**config.mk**
```make
export PLATFORM = sky130hd
export DESIGN_NAME = escape_sequence_decoder_core
export DESIGN_NICKNAME = d
export VERILOG_FILES = /design/src/hw/rtl/esd_pkg.sv /design/src/hw/rtl/escape_sequence_decoder_core.sv
export SDC_FILE = /design/constraint.sdc
export NUM_CORES = 1
export LEC_CHECK = 0
export ABC_AREA = 1
export BUFFER_PORTS_ARGS = -buffer_cell sky130_fd_sc_hd__buf_2
export CORE_MARGIN = 10
export CORE_UTILIZATION = 55
export DETAILED_ROUTE_END_ITERATION = 10
export PLACE_DENSITY_LB_ADDON = 0.3
export SLEW_MARGIN = 20
export SYNTH_ARGS = -nofsm -noshare
export SYNTH_HDL_FRONTEND = slang
export SYNTH_SLANG_ARGS = --single-unit
```
**constraint.sdc**
```tcl
create_clock -name clk -period 3.73 [get_ports clk]
set_clock_uncertainty 0.05 [all_clocks]
set_input_delay 0 -clock clk [delete_from_list [all_inputs] [get_ports clk]]
set_output_delay 0 -clock clk [all_outputs]
set_load 0.05 [all_outputs]
```
**src/hw/rtl/esd_pkg.sv**
```systemverilog
// ----------------------------------------------------------------------------
// esd_pkg
// Shared types and constants for the escape sequence decoder.
// ----------------------------------------------------------------------------
package esd_pkg;

    localparam int POS_WIDTH_DEF = 16;
    localparam int END_POS_W     = 16;

    localparam logic [7:0] CH_NUL       = 8'h00;
    localparam logic [7:0] CH_BACKSLASH = 8'h5c;
    localparam logic [7:0] CH_ZERO      = 8'h30;
    localparam logic [7:0] CH_ONE       = 8'h31;
    localparam logic [7:0] CH_SEVEN     = 8'h37;
    localparam logic [7:0] CH_EIGHT     = 8'h38;
    localparam logic [7:0] CH_NINE      = 8'h39;
    localparam logic [7:0] CH_UP_A      = 8'h41;
    localparam logic [7:0] CH_UP_Z      = 8'h5a;
    localparam logic [7:0] CH_LO_A      = 8'h61;
    localparam logic [7:0] CH_LO_F      = 8'h66;
    localparam logic [7:0] CH_LO_X      = 8'h78;
    localparam logic [7:0] CH_UP_X      = 8'h58;
    localparam logic [7:0] CH_LO_T      = 8'h74;
    localparam logic [7:0] CH_LO_R      = 8'h72;
    localparam logic [7:0] CH_LO_N      = 8'h6e;
    localparam logic [7:0] CH_LO_E      = 8'h65;
    localparam logic [7:0] CH_LO_S      = 8'h73;
    localparam logic [7:0] CH_LO_V      = 8'h76;

    localparam logic [7:0] CTL_TAB   = 8'h09;
    localparam logic [7:0] CTL_CR    = 8'h0d;
    localparam logic [7:0] CTL_LF    = 8'h0a;
    localparam logic [7:0] CTL_ESC   = 8'o033;
    localparam logic [7:0] CTL_SPACE = 8'o040;
    localparam logic [7:0] CTL_FF    = 8'h0c;
    localparam logic [7:0] CTL_VT    = 8'h0b;

    localparam logic [8:0] BYTE_MAX = 9'h0ff;

    typedef struct packed {
        logic [7:0]           data;
        logic                 valid;
        logic                 fin;
        logic                 status;
        logic [END_POS_W-1:0] pos;
        logic                 last;
    } res_t;

endpackage

```
**src/hw/rtl/escape_sequence_decoder_core.sv**
```systemverilog
// ----------------------------------------------------------------------------
// escape_sequence_decoder_core
// Decodes backslash escapes in a byte stream, one source byte per item.
// ----------------------------------------------------------------------------
//  channel  direction  handshake             payload
//  in       sink       in_valid/in_ready     source_byte
//  out      source     out_valid/out_ready   out_byte byte_valid finished
//                                            status end_position last
//  cfg      sink       cfg_valid/cfg_ready   terminator_char
//
//  One source item per cycle while in_ready is high; each item is decoded in
//  the cycle it is accepted and its zero, one or two results enter a four-entry
//  result queue. in_ready is high while the queue holds two entries or fewer.
//  A result can leave the queue in the cycle after it is written, at the earliest.
//  Reset clears parse state, the position counter, the queue count and pointers and term_reg.
// ----------------------------------------------------------------------------
module escape_sequence_decoder_core #(
    parameter int POS_WIDTH = esd_pkg::POS_WIDTH_DEF
) (
    input  logic                         clk,
    input  logic                         rst_n,
    input  logic                         in_valid,
    output logic                         in_ready,
    input  logic [7:0]                   source_byte,
    output logic                         out_valid,
    input  logic                         out_ready,
    output logic [7:0]                   out_byte,
    output logic                         byte_valid,
    output logic                         finished,
    output logic                         status,
    output logic [esd_pkg::END_POS_W-1:0] end_position,
    output logic                         last,
    input  logic                         cfg_valid,
    output logic                         cfg_ready,
    input  logic [7:0]                   terminator_char
);
    import esd_pkg::*;

    localparam logic [1:0] MODE_NORMAL = 2'd0;
    localparam logic [1:0] MODE_ESC    = 2'd1;
    localparam logic [1:0] MODE_ZERO   = 2'd2;
    localparam logic [1:0] MODE_DIGITS = 2'd3;

    localparam int QDEPTH = 4;
    localparam int QAW    = 2;

    logic [7:0]           term_reg;
    logic [1:0]           mode_reg,   mode_next;
    logic                 hex_reg,    hex_next;
    logic [1:0]           left_reg,   left_next;
    logic [8:0]           acc_reg,    acc_next;
    logic                 seen_reg,   seen_next;
    logic [7:0]           letter_reg, letter_next;
    logic [POS_WIDTH-1:0] pos_reg,    pos_next;

    res_t                 queue_reg [QDEPTH];
    logic [QAW-1:0]       wr_reg, rd_reg;
    logic [QAW:0]         count_reg, count_next;

    logic                 accept;
    logic                 pop;
    logic [1:0]           nres;
    res_t                 res0, res1;
    logic                 ended;
    logic [END_POS_W-1:0] end_pos;
    logic [31:0]          pos_wide;

    logic [7:0]           b;
    logic [7:0]           lower;
    logic                 f_fin, f_esc;
    logic                 e_hex, e_seen;
    logic [1:0]           e_left;
    logic [8:0]           e_acc;
    logic [7:0]           e_letter;
    logic                 is_digit;
    logic [3:0]           dval;
    logic [12:0]          acc_mul;
    logic [8:0]           acc_new;
    logic [7:0]           close_val;

    assign accept    = in_valid && in_ready;
    assign in_ready  = (count_reg <= (QAW+1)'(2));
    assign cfg_ready = 1'b1;
    assign out_valid = (count_reg != '0);
    assign pop       = out_valid && out_ready;

    assign out_byte     = queue_reg[rd_reg].data;
    assign byte_valid   = queue_reg[rd_reg].valid;
    assign finished     = queue_reg[rd_reg].fin;
    assign status       = queue_reg[rd_reg].status;
    assign end_position = queue_reg[rd_reg].pos;
    assign last         = queue_reg[rd_reg].last;

    assign pos_wide = 32'(pos_reg);
    assign end_pos  = (pos_wide > 32'h0000_ffff) ? '1 : pos_wide[END_POS_W-1:0];

    assign b     = source_byte;
    assign lower = (b >= CH_UP_A && b <= CH_UP_Z) ? (b + 8'h20) : b;
    assign f_fin = (b == CH_NUL) || (b == term_reg);
    assign f_esc = (b == CH_BACKSLASH);

    // effective digit state: the zero mode behaves as an octal run already holding one digit
    always_comb
    begin
        if (mode_reg == MODE_ZERO)
        begin
            e_hex    = 1'b0;
            e_acc    = '0;
            e_seen   = 1'b1;
            e_left   = 2'd2;
            e_letter = CH_ZERO;
        end
        else
        begin
            e_hex    = hex_reg;
            e_acc    = acc_reg;
            e_seen   = seen_reg;
            e_left   = left_reg;
            e_letter = letter_reg;
        end
    end

    always_comb
    begin
        is_digit = 1'b0;
        dval     = '0;
        if (b >= CH_ZERO && b <= CH_SEVEN)
        begin
            is_digit = 1'b1;
            dval     = 4'(b - CH_ZERO);
        end
        else if (e_hex && b >= CH_EIGHT && b <= CH_NINE)
        begin
            is_digit = 1'b1;
            dval     = 4'(b - CH_ZERO);
        end
        else if (e_hex && lower >= CH_LO_A && lower <= CH_LO_F)
        begin
            is_digit = 1'b1;
            dval     = 4'(lower - CH_LO_A + 8'd10);
        end
    end

    assign acc_mul   = e_hex ? {e_acc, 4'b0000} + 13'(dval)
                             : {1'b0, e_acc, 3'b000} + 13'(dval);
    assign acc_new   = acc_mul[8:0];
    assign close_val = e_seen ? e_acc[7:0] : e_letter;

    always_comb
    begin
        mode_next   = mode_reg;
        hex_next    = hex_reg;
        left_next   = left_reg;
        acc_next    = acc_reg;
        seen_next   = seen_reg;
        letter_next = letter_reg;
        nres        = 2'd0;
        ended       = 1'b0;
        res0        = '0;
        res1        = '0;

        unique case (mode_reg)
            MODE_NORMAL:
            begin
                if (f_fin)
                begin
                    nres       = 2'd1;
                    res0.fin   = 1'b1;
                    res0.pos   = end_pos;
                    ended      = 1'b1;
                end
                else if (f_esc)
                begin
                    mode_next = MODE_ESC;
                end
                else
                begin
                    nres       = 2'd1;
                    res0.data  = b;
                    res0.valid = 1'b1;
                end
            end
            MODE_ESC:
            begin
                mode_next   = MODE_NORMAL;
                hex_next    = 1'b0;
                left_next   = '0;
                acc_next    = '0;
                seen_next   = 1'b0;
                letter_next = '0;
                nres        = 2'd1;
                res0.valid  = 1'b1;
                if (b == CH_NUL)
                begin
                    res0.valid  = 1'b0;
                    res0.fin    = 1'b1;
                    res0.status = 1'b1;
                    res0.pos    = end_pos;
                    ended       = 1'b1;
                end
                else if (b == CH_LO_T) res0.data = CTL_TAB;
                else if (b == CH_LO_R) res0.data = CTL_CR;
                else if (b == CH_LO_N) res0.data = CTL_LF;
                else if (b == CH_LO_E) res0.data = CTL_ESC;
                else if (b == CH_LO_S) res0.data = CTL_SPACE;
                else if (b == CH_LO_F) res0.data = CTL_FF;
                else if (b == CH_LO_V) res0.data = CTL_VT;
                else if (b == CH_LO_X || b == CH_UP_X)
                begin
                    nres        = 2'd0;
                    res0.valid  = 1'b0;
                    mode_next   = MODE_DIGITS;
                    hex_next    = 1'b1;
                    left_next   = 2'd2;
                    letter_next = b;
                end
                else if (b == CH_ZERO)
                begin
                    nres        = 2'd0;
                    res0.valid  = 1'b0;
                    mode_next   = MODE_ZERO;
                    letter_next = b;
                end
                else if (b >= CH_ONE && b <= CH_SEVEN)
                begin
                    nres        = 2'd0;
                    res0.valid  = 1'b0;
                    mode_next   = MODE_DIGITS;
                    acc_next    = 9'(b - CH_ZERO);
                    seen_next   = 1'b1;
                    left_next   = 2'd2;
                    letter_next = b;
                end
                else
                begin
                    res0.data = b;
                end
            end
            MODE_ZERO, MODE_DIGITS:
            begin
                if (mode_reg == MODE_ZERO && b == CH_LO_X)
                begin
                    mode_next   = MODE_DIGITS;
                    hex_next    = 1'b1;
                    acc_next    = '0;
                    seen_next   = 1'b0;
                    left_next   = 2'd2;
                    letter_next = b;
                end
                else if (is_digit && e_left != 2'd0)
                begin
                    if (acc_new > BYTE_MAX)
                    begin
                        nres        = 2'd1;
                        res0.fin    = 1'b1;
                        res0.status = 1'b1;
                        res0.pos    = end_pos;
                        ended       = 1'b1;
                    end
                    else if (e_left == 2'd1)
                    begin
                        nres       = 2'd1;
                        res0.data  = acc_new[7:0];
                        res0.valid = 1'b1;
                        mode_next  = MODE_NORMAL;
                    end
                    else
                    begin
                        mode_next   = MODE_DIGITS;
                        hex_next    = e_hex;
                        acc_next    = acc_new;
                        seen_next   = 1'b1;
                        left_next   = e_left - 2'd1;
                        letter_next = e_letter;
                    end
                    if (ended || e_left == 2'd1)
                    begin
                        hex_next    = 1'b0;
                        left_next   = '0;
                        acc_next    = '0;
                        seen_next   = 1'b0;
                        letter_next = '0;
                        mode_next   = MODE_NORMAL;
                    end
                end
                else
                begin
                    // escape closed by a non-digit; that byte is then taken as a fresh one
                    nres        = 2'd1;
                    res0.data   = close_val;
                    res0.valid  = 1'b1;
                    mode_next   = MODE_NORMAL;
                    hex_next    = 1'b0;
                    left_next   = '0;
                    acc_next    = '0;
                    seen_next   = 1'b0;
                    letter_next = '0;
                    if (f_fin)
                    begin
                        nres     = 2'd2;
                        res1.fin = 1'b1;
                        res1.pos = end_pos;
                        ended    = 1'b1;
                    end
                    else if (f_esc)
                    begin
                        mode_next = MODE_ESC;
                    end
                    else
                    begin
                        nres       = 2'd2;
                        res1.data  = b;
                        res1.valid = 1'b1;
                    end
                end
            end
            default:
            begin
                mode_next = MODE_NORMAL;
            end
        endcase

        if (nres == 2'd2)
            res1.last = 1'b1;
        else
            res0.last = 1'b1;

        if (ended)
            pos_next = '0;
        else if (pos_reg != '1)
            pos_next = pos_reg + 1'b1;
        else
            pos_next = pos_reg;
    end

    always_comb
    begin
        count_next = count_reg;
        if (accept)
            count_next = count_next + (QAW+1)'(nres);
        if (pop)
            count_next = count_next - 1'b1;
    end

    always_ff @(posedge clk or negedge rst_n)
    begin
        if (!rst_n)
        begin
            term_reg   <= '0;
            mode_reg   <= MODE_NORMAL;
            hex_reg    <= 1'b0;
            left_reg   <= '0;
            acc_reg    <= '0;
            seen_reg   <= 1'b0;
            letter_reg <= '0;
            pos_reg    <= '0;
            wr_reg     <= '0;
            rd_reg     <= '0;
            count_reg  <= '0;
        end
        else
        begin
            if (cfg_valid && cfg_ready)
                term_reg <= terminator_char;
            if (accept)
            begin
                mode_reg   <= mode_next;
                hex_reg    <= hex_next;
                left_reg   <= left_next;
                acc_reg    <= acc_next;
                seen_reg   <= seen_next;
                letter_reg <= letter_next;
                pos_reg    <= pos_next;
                wr_reg     <= wr_reg + QAW'(nres);
            end
            if (pop)
                rd_reg <= rd_reg + 1'b1;
            count_reg <= count_next;
        end
    end

    always_ff @(posedge clk)
    begin
        if (accept && nres != 2'd0)
            queue_reg[wr_reg] <= res0;
        if (accept && nres == 2'd2)
            queue_reg[wr_reg + 1'b1] <= res1;
    end

endmodule

```
Word level (Yosys, flattened, before mapping) --
Memories as Yosys holds them, arrays and structs flattened. Cells that the tools add are included. Widths: inputs -> output; s select.
Operators by class: equal/unequal tests 22, reduce and logical (&&, ||, !) cells 27, $add $sub $neg 14, $lt $le $gt $ge 12, mux-type cells 199
Operator list (number):
- $mux 8 | 47
- $mux 16 | 7
- $eq 8x7->1 const B | 10
- $mux 2 | 39
- $mux 1 | 77
- $mux 18 | 3
- $mux 9 | 6
- $pmux 16 s3 | 1
- $pmux 8 s2 | 2
- $mux 10 | 3
- $pmux 10 s3 | 1
- $mux 27 | 1
- $ge 8x6->1 const B | 3
- $add 9x4->9 | 2
- $add 16x1->16 const B | 1
- $ge 8x7->1 const B | 2
- $gt 16x16->1 const B | 1
- $le 8x6->1 const B | 2
- $le 8x7->1 const B | 2
- $ne 16x16->1 const B | 1
- $logic_and 1x1->1 | 13
- $mux 4 | 3
- $pmux 2 s3 | 2
- $ne 5x5->1 const B | 2
- other kinds (28) | 43
Word-level totals: flip-flop bits (word level) 53, output and inout bits 31, memories 1, input bits 21, logic and storage cells 286, memory bits (writable) 112
Memory list:
- queue_reg | words 4, bits a word 28, rd ports 1, clocked after Yosys merged registers in 0, write ports 2, line escape_sequence_decoder_core.sv:56 | res_t queue_reg [QDEPTH];

Depth between registers and ports, before layout --
word-level depth 21, mapped depth 34, mapped depth without buffers 33

Least setup slack after synthesis --
No wires, ideal clock.
path kind reg-to-reg, start reg mode_reg[1], end reg count_reg[2], clock period less this slack 3.853 ns, cell stages (with the launch flop) 31, setup slack -0.123 ns, arrival time 3.685 ns, path buffers 1, data required time 3.561 ns, path through dfrtp_1 > buf_4 > inv_4 > nor2_8 > nor2_4 > nand3_1 > nor3_2 > nand3_2 > nor2_1 > nor2_1 > inv_1 > ha_1 > nand3_1 > nor2_2 > nand2_1 > nand2_1 > nand3_1 > nand3_2 > nand3_1 > nand3_2 > nand2_4 > inv_1 > ha_1 > inv_1 > fa_1 > nand2_1 > o21ai_0 > ha_1 > nand3_1 > xnor2_1 > inv_1
On the way: cells in the longest elaborated chain, start to end 18
RTL lines:
- start: declaration | line escape_sequence_decoder_core.sv:48 | logic [1:0] mode_reg, mode_next;
- start signal: assignment | line escape_sequence_decoder_core.sv:367 | mode_reg <= mode_next;
- $eq 2x2->1 | line escape_sequence_decoder_core.sv:105, escape_sequence_decoder_core.sv:162, escape_sequence_decoder_core.sv:241
- $mux 1 | line escape_sequence_decoder_core.sv:105 | if (mode_reg == MODE_ZERO)
- $logic_and 1x1->1 (2 in a row) | line escape_sequence_decoder_core.sv:137 | else if (e_hex && lower >= CH_LO_A && lower <= CH_LO_F)
- $mux 4 | line escape_sequence_decoder_core.sv:137
- $mux 4 | line escape_sequence_decoder_core.sv:132 | else if (e_hex && b >= CH_EIGHT && b <= CH_NINE)
- $mux 4 | line escape_sequence_decoder_core.sv:127 | if (b >= CH_ZERO && b <= CH_SEVEN)
- $add 9x4->9 (on tied branches) | line escape_sequence_decoder_core.sv:145, escape_sequence_decoder_core.sv:144
- $mux 9 | line escape_sequence_decoder_core.sv:144 | assign acc_mul = e_hex ? {e_acc, 4'b0000} + 13'(dval)
- [2 not listed]
- $mux 2 | line escape_sequence_decoder_core.sv:250 | else if (is_digit && e_left != 2'd0)
- $mux 2 | line escape_sequence_decoder_core.sv:241 | if (mode_reg == MODE_ZERO && b == CH_LO_X)
- $pmux 2 s3 * | line escape_sequence_decoder_core.sv:162 | unique case (mode_reg)
- $add 3x2->3 * | line escape_sequence_decoder_core.sv:340 | count_next = count_next + (QAW+1)'(nres);
- $mux 3 * | line escape_sequence_decoder_core.sv:339 | if (accept)
- $sub 3x1->3 | line escape_sequence_decoder_core.sv:342 | count_next = count_next - 1'b1;
- $mux 3 * | line escape_sequence_decoder_core.sv:341 | if (pop)
- net count_next[2] | line escape_sequence_decoder_core.sv:58 | logic [QAW:0] count_reg, count_next;
- end signal: assignment | line escape_sequence_decoder_core.sv:378 | count_reg <= count_next;
- end: declaration | line escape_sequence_decoder_core.sv:58
The timed path passes the listed nets; every way through them passes the cells marked *. A chain may end at the register's enable or synchronous reset.

Final worst setup path --
Ends and elaborated chain as after synthesis.

==> flow_metrics.py <==
metrics = {
    "place": {
        "gp_congestion": 0.9701,
        "place_inst": 1444,
        "placed_cell_area_mm2": 0.01070,
        "io_buffers": 50,
        "dp.final_hpwl_mm": 18.90,
    },
    "outcome": {
        "outcome": "finished with violations",
        "failed_checks": "negative setup slack",
    },
    "grt": {
        "grt_overflow": 0,
        "grt.total_usage_pct": 23.02,
        "grt_pass1_wl_mm": 44.91,
        "antenna_found_initial": 0,
        "grt_pass1_vias": 8507,
        "grt_max_degree": 58,
    },
    "synthesis": {
        "synth_top_area_share_pct": 32.46,
        "ys.warnings.count": 0,
        "synth_area_mm2": 0.009992,
        "synth_edf_count": 108,
        "syn_area_per_cell_um2": 8.599,
        "ys_top_cells_by_area": "edfxtp_1 32%, dfrtp_1 13%, nand2_1 7.4%",
        "syn_inst": 1162,
        "yosysSeqAreaShare_pct": 46.53,
        "ys.flop_type": "edfxtp_1",
        "synth_fp_nets": 1204,
        "synth-seq-cells": 165,
        "async_flop_share_pct": 32.12,
        "ys_types": 54,
        "synth.largest_area_cell": "edfxtp_1",
    },
    "clock_network": {
        "clockBufferDepth": 2,
        "cts.clk_slew.worst_paths_ns": 0.07,
        "cts.sinks": 165,
        "cts_buffers": 17,
        "cts_max_level": 4,
        "insertion_delay_ns": 0.44,
        "tritoncts": "yes",
        "clock-root-buffer": "clkbuf_16",
    },
    "finish": {
        "final_util_pct": 65.91,
        "layout-drive-gt1-share_pct": 20.14,
        "fin_area_mm2": 0.01180,
        "largest_reg_flops": 112,
        "n_antenna_cell": 0,
        "fin_nets": 1310,
        "area_growth_pct": 18.09,
        "final_cells": 1510,
    },
    "drt": {
        "drt_iter0_markers": 933,
        "wl_mm": 27.75,
        "viasPerCell": 5.891,
        "drc": 0,
        "wire_per_inst_um": 18.37,
        "final_antenna_net_count": 0,
        "drtPass1Iterations": 5,
        "vias": 8895,
    },
    "power": {
        "power.leakage_nw": 4.974,
        "powerDensity_mw_per_mm2": 685.5,
        "ir_drop_uv": 729.2,
    },
    "critical_path": {
        "worst-endpoint-arrival_ns": 4.03,
        "critPathCaptureType": "register",
        "setup.worst_path.class": "register to register",
        "path_delay_family": "simple AND/OR/NAND/NOR gates",
        "slowest_delay_ns": 0.53,
        "path_depth": 29,
        "reg2reg_depth": 29,
        "crit_buf_inv": 5,
        "cp_slowest_cell": "fa_1",
        "worst-path-max-fanout": 3,
        "cp.required_ns": 4.00,
        "startpoint_type": "register",
        "cp_common_cell": "nand3_2",
    },
    "die": {
        "die_h_um": 154.8,
        "die_area_mm2": 0.02396,
        "pin_count": 52,
        "die_w_um": 154.8,
        "rows": 49,
        "coreArea_mm2": 0.01790,
        "initial_utilization_pct": 55.81,
    },
    "sta": {
        "grt_setup_unrepaired": "yes",
        "setup_slack_ns": -0.03063,
        "clock.fmax_mhz": 265.9,
        "period_minus_slack_ns": 3.761,
        "slew_headroom_pct": 32.14,
        "fin_crit_sh_pct": 100.8,
        "worst_slew_pin_slew_ns": 1.017,
        "hold_ws_ns": 0.08020,
        "setup_violations": 1,
        "hold_violations": 0,
        "maxSlewViolCount": 0,
    },
    "hold_path": {
        "holdPathStages": 3,
        "hold_path_class": "input pin to register",
    },
    "flow_run": {
        "drv_cap": 0,
    },
}
==> cell families (layout without fill, tap and decap cells) <==
kind of cell             Yosys count  count (layout)  share of synthesized area, %
AO/OA/AOI/OAI                    266             266                         15.25
buffers and inverters            163             282                         7.138
AND/OR/NAND/NOR                  517             517                         25.68
flip-flops                       165             165                         46.53
multiplexers                       5               5                        0.5509
adder cells (fa/ha/maj)           21              21                         2.705
other                              1               1                       0.03753
XOR/XNOR                          24              24                         2.104
==> repair_timing <==
action,CTS,global route
setup endpoints to repair,1,95
resized for setup,0,39
pin swaps,1,14
hold endpoints to repair,70,0
buffers inserted,1,6
hold buffers,27,0
==> area by class of cell <==
class / instances / area [um^2]
Fill cell: 1436 / 6102
Multi-Input combinational cell: 834 / 4780
Sequential cell: 165 / 4649
Timing Repair Buffer: 137 / 1023
Inverter: 113 / 441.7
Clock buffer: 17 / 425.4
Tap cell: 229 / 286.5
Clock inverter: 15 / 193.9
==> through the flow <==
| stage | TNS (ns) | total power, mW | worst slack, ns |
|---|---|---|---|
| after CTS | 0 | 7.971 | 0.02008 |
| after floorplan | -0.04216 | 5.118 | -0.04216 |
| after global routing | -0.4385 | 8.538 | -0.3110 |
| after detailed placement | -0.04392 | 6.110 | -0.04392 |
| final | -0.03063 | 8.089 | -0.03063 |
| after global placement | 0 | 6.059 | 0.08240 |
==> power breakdown <==
| part | total [mW] | internal (mW) | leakage, nW | switching [mW] |
|---|---|---|---|---|
| registers | 2.45 | 2.26 | 1.76 | 0.188 |
| clock network | 1.84 | 0.978 | 0.302 | 0.860 |
| logic | 3.80 | 1.04 | 2.91 | 2.77 |
==> metal layers <==
metal,share of wire [%],routed length (um),track usage [%]
met5,0,0,0
met2,47,12970,35.80
met1,42,11690,30.76
met3,8.8,2428,4.964
met4,2.4,660,8.817
==> cells in the final DEF (no fill, tap or decap), drive strengths merged, types with 23 or more instances in the layout <==
| master | instances |
|---|---|
| nand3 | 95 |
| nand4 | 28 |
| a21oi | 86 |
| buf | 110 |
| nor2 | 154 |
| o21ai | 116 |
| edfxtp | 108 |
| dfrtp | 53 |
| dlygate4sd3 | 26 |
| nand2 | 210 |
| xor2 | 23 |
| o22ai | 42 |
| inv | 121 |
==> path summary, 6_finish.rpt <==
| path | startpoint | to | slack [ns] |
|---|---|---|---|
| max reg2reg | mode_reg[1] | count_reg[2] | -0.03 |
| min | source_byte[3] | queue_reg[3][23] | 0.08 |
| min in group asynchronous | rst_n | acc_reg[5] | 0.14 |
| min reg2reg | queue_reg[2][17] | queue_reg[2][17] | 0.41 |
| max | mode_reg[1] | count_reg[2] | -0.03 |
| max in group asynchronous | rst_n | term_reg[5] | 2.80 |
==> Yosys cell counts (11+ instances only) <==
cell      count
nand2_1     197
nor2_1      138
edfxtp_1    108
o21ai_0     106
inv_1        96
nand3_1      83
a21oi_1      67
dfrtp_1      53
o22ai_1      42
clkbuf_1     27
nand4_1      24
xor2_1       23
ha_1         20
nor3_1       20
a21oi_2      19
inv_2        11
==> worst min-delay path, cell delays in order <==
cell	delay, ns
buf_2	0.16
nand2_1	0.12
o21ai_1	0.11
No activity file was read; power rests on OpenSTA's default activity.
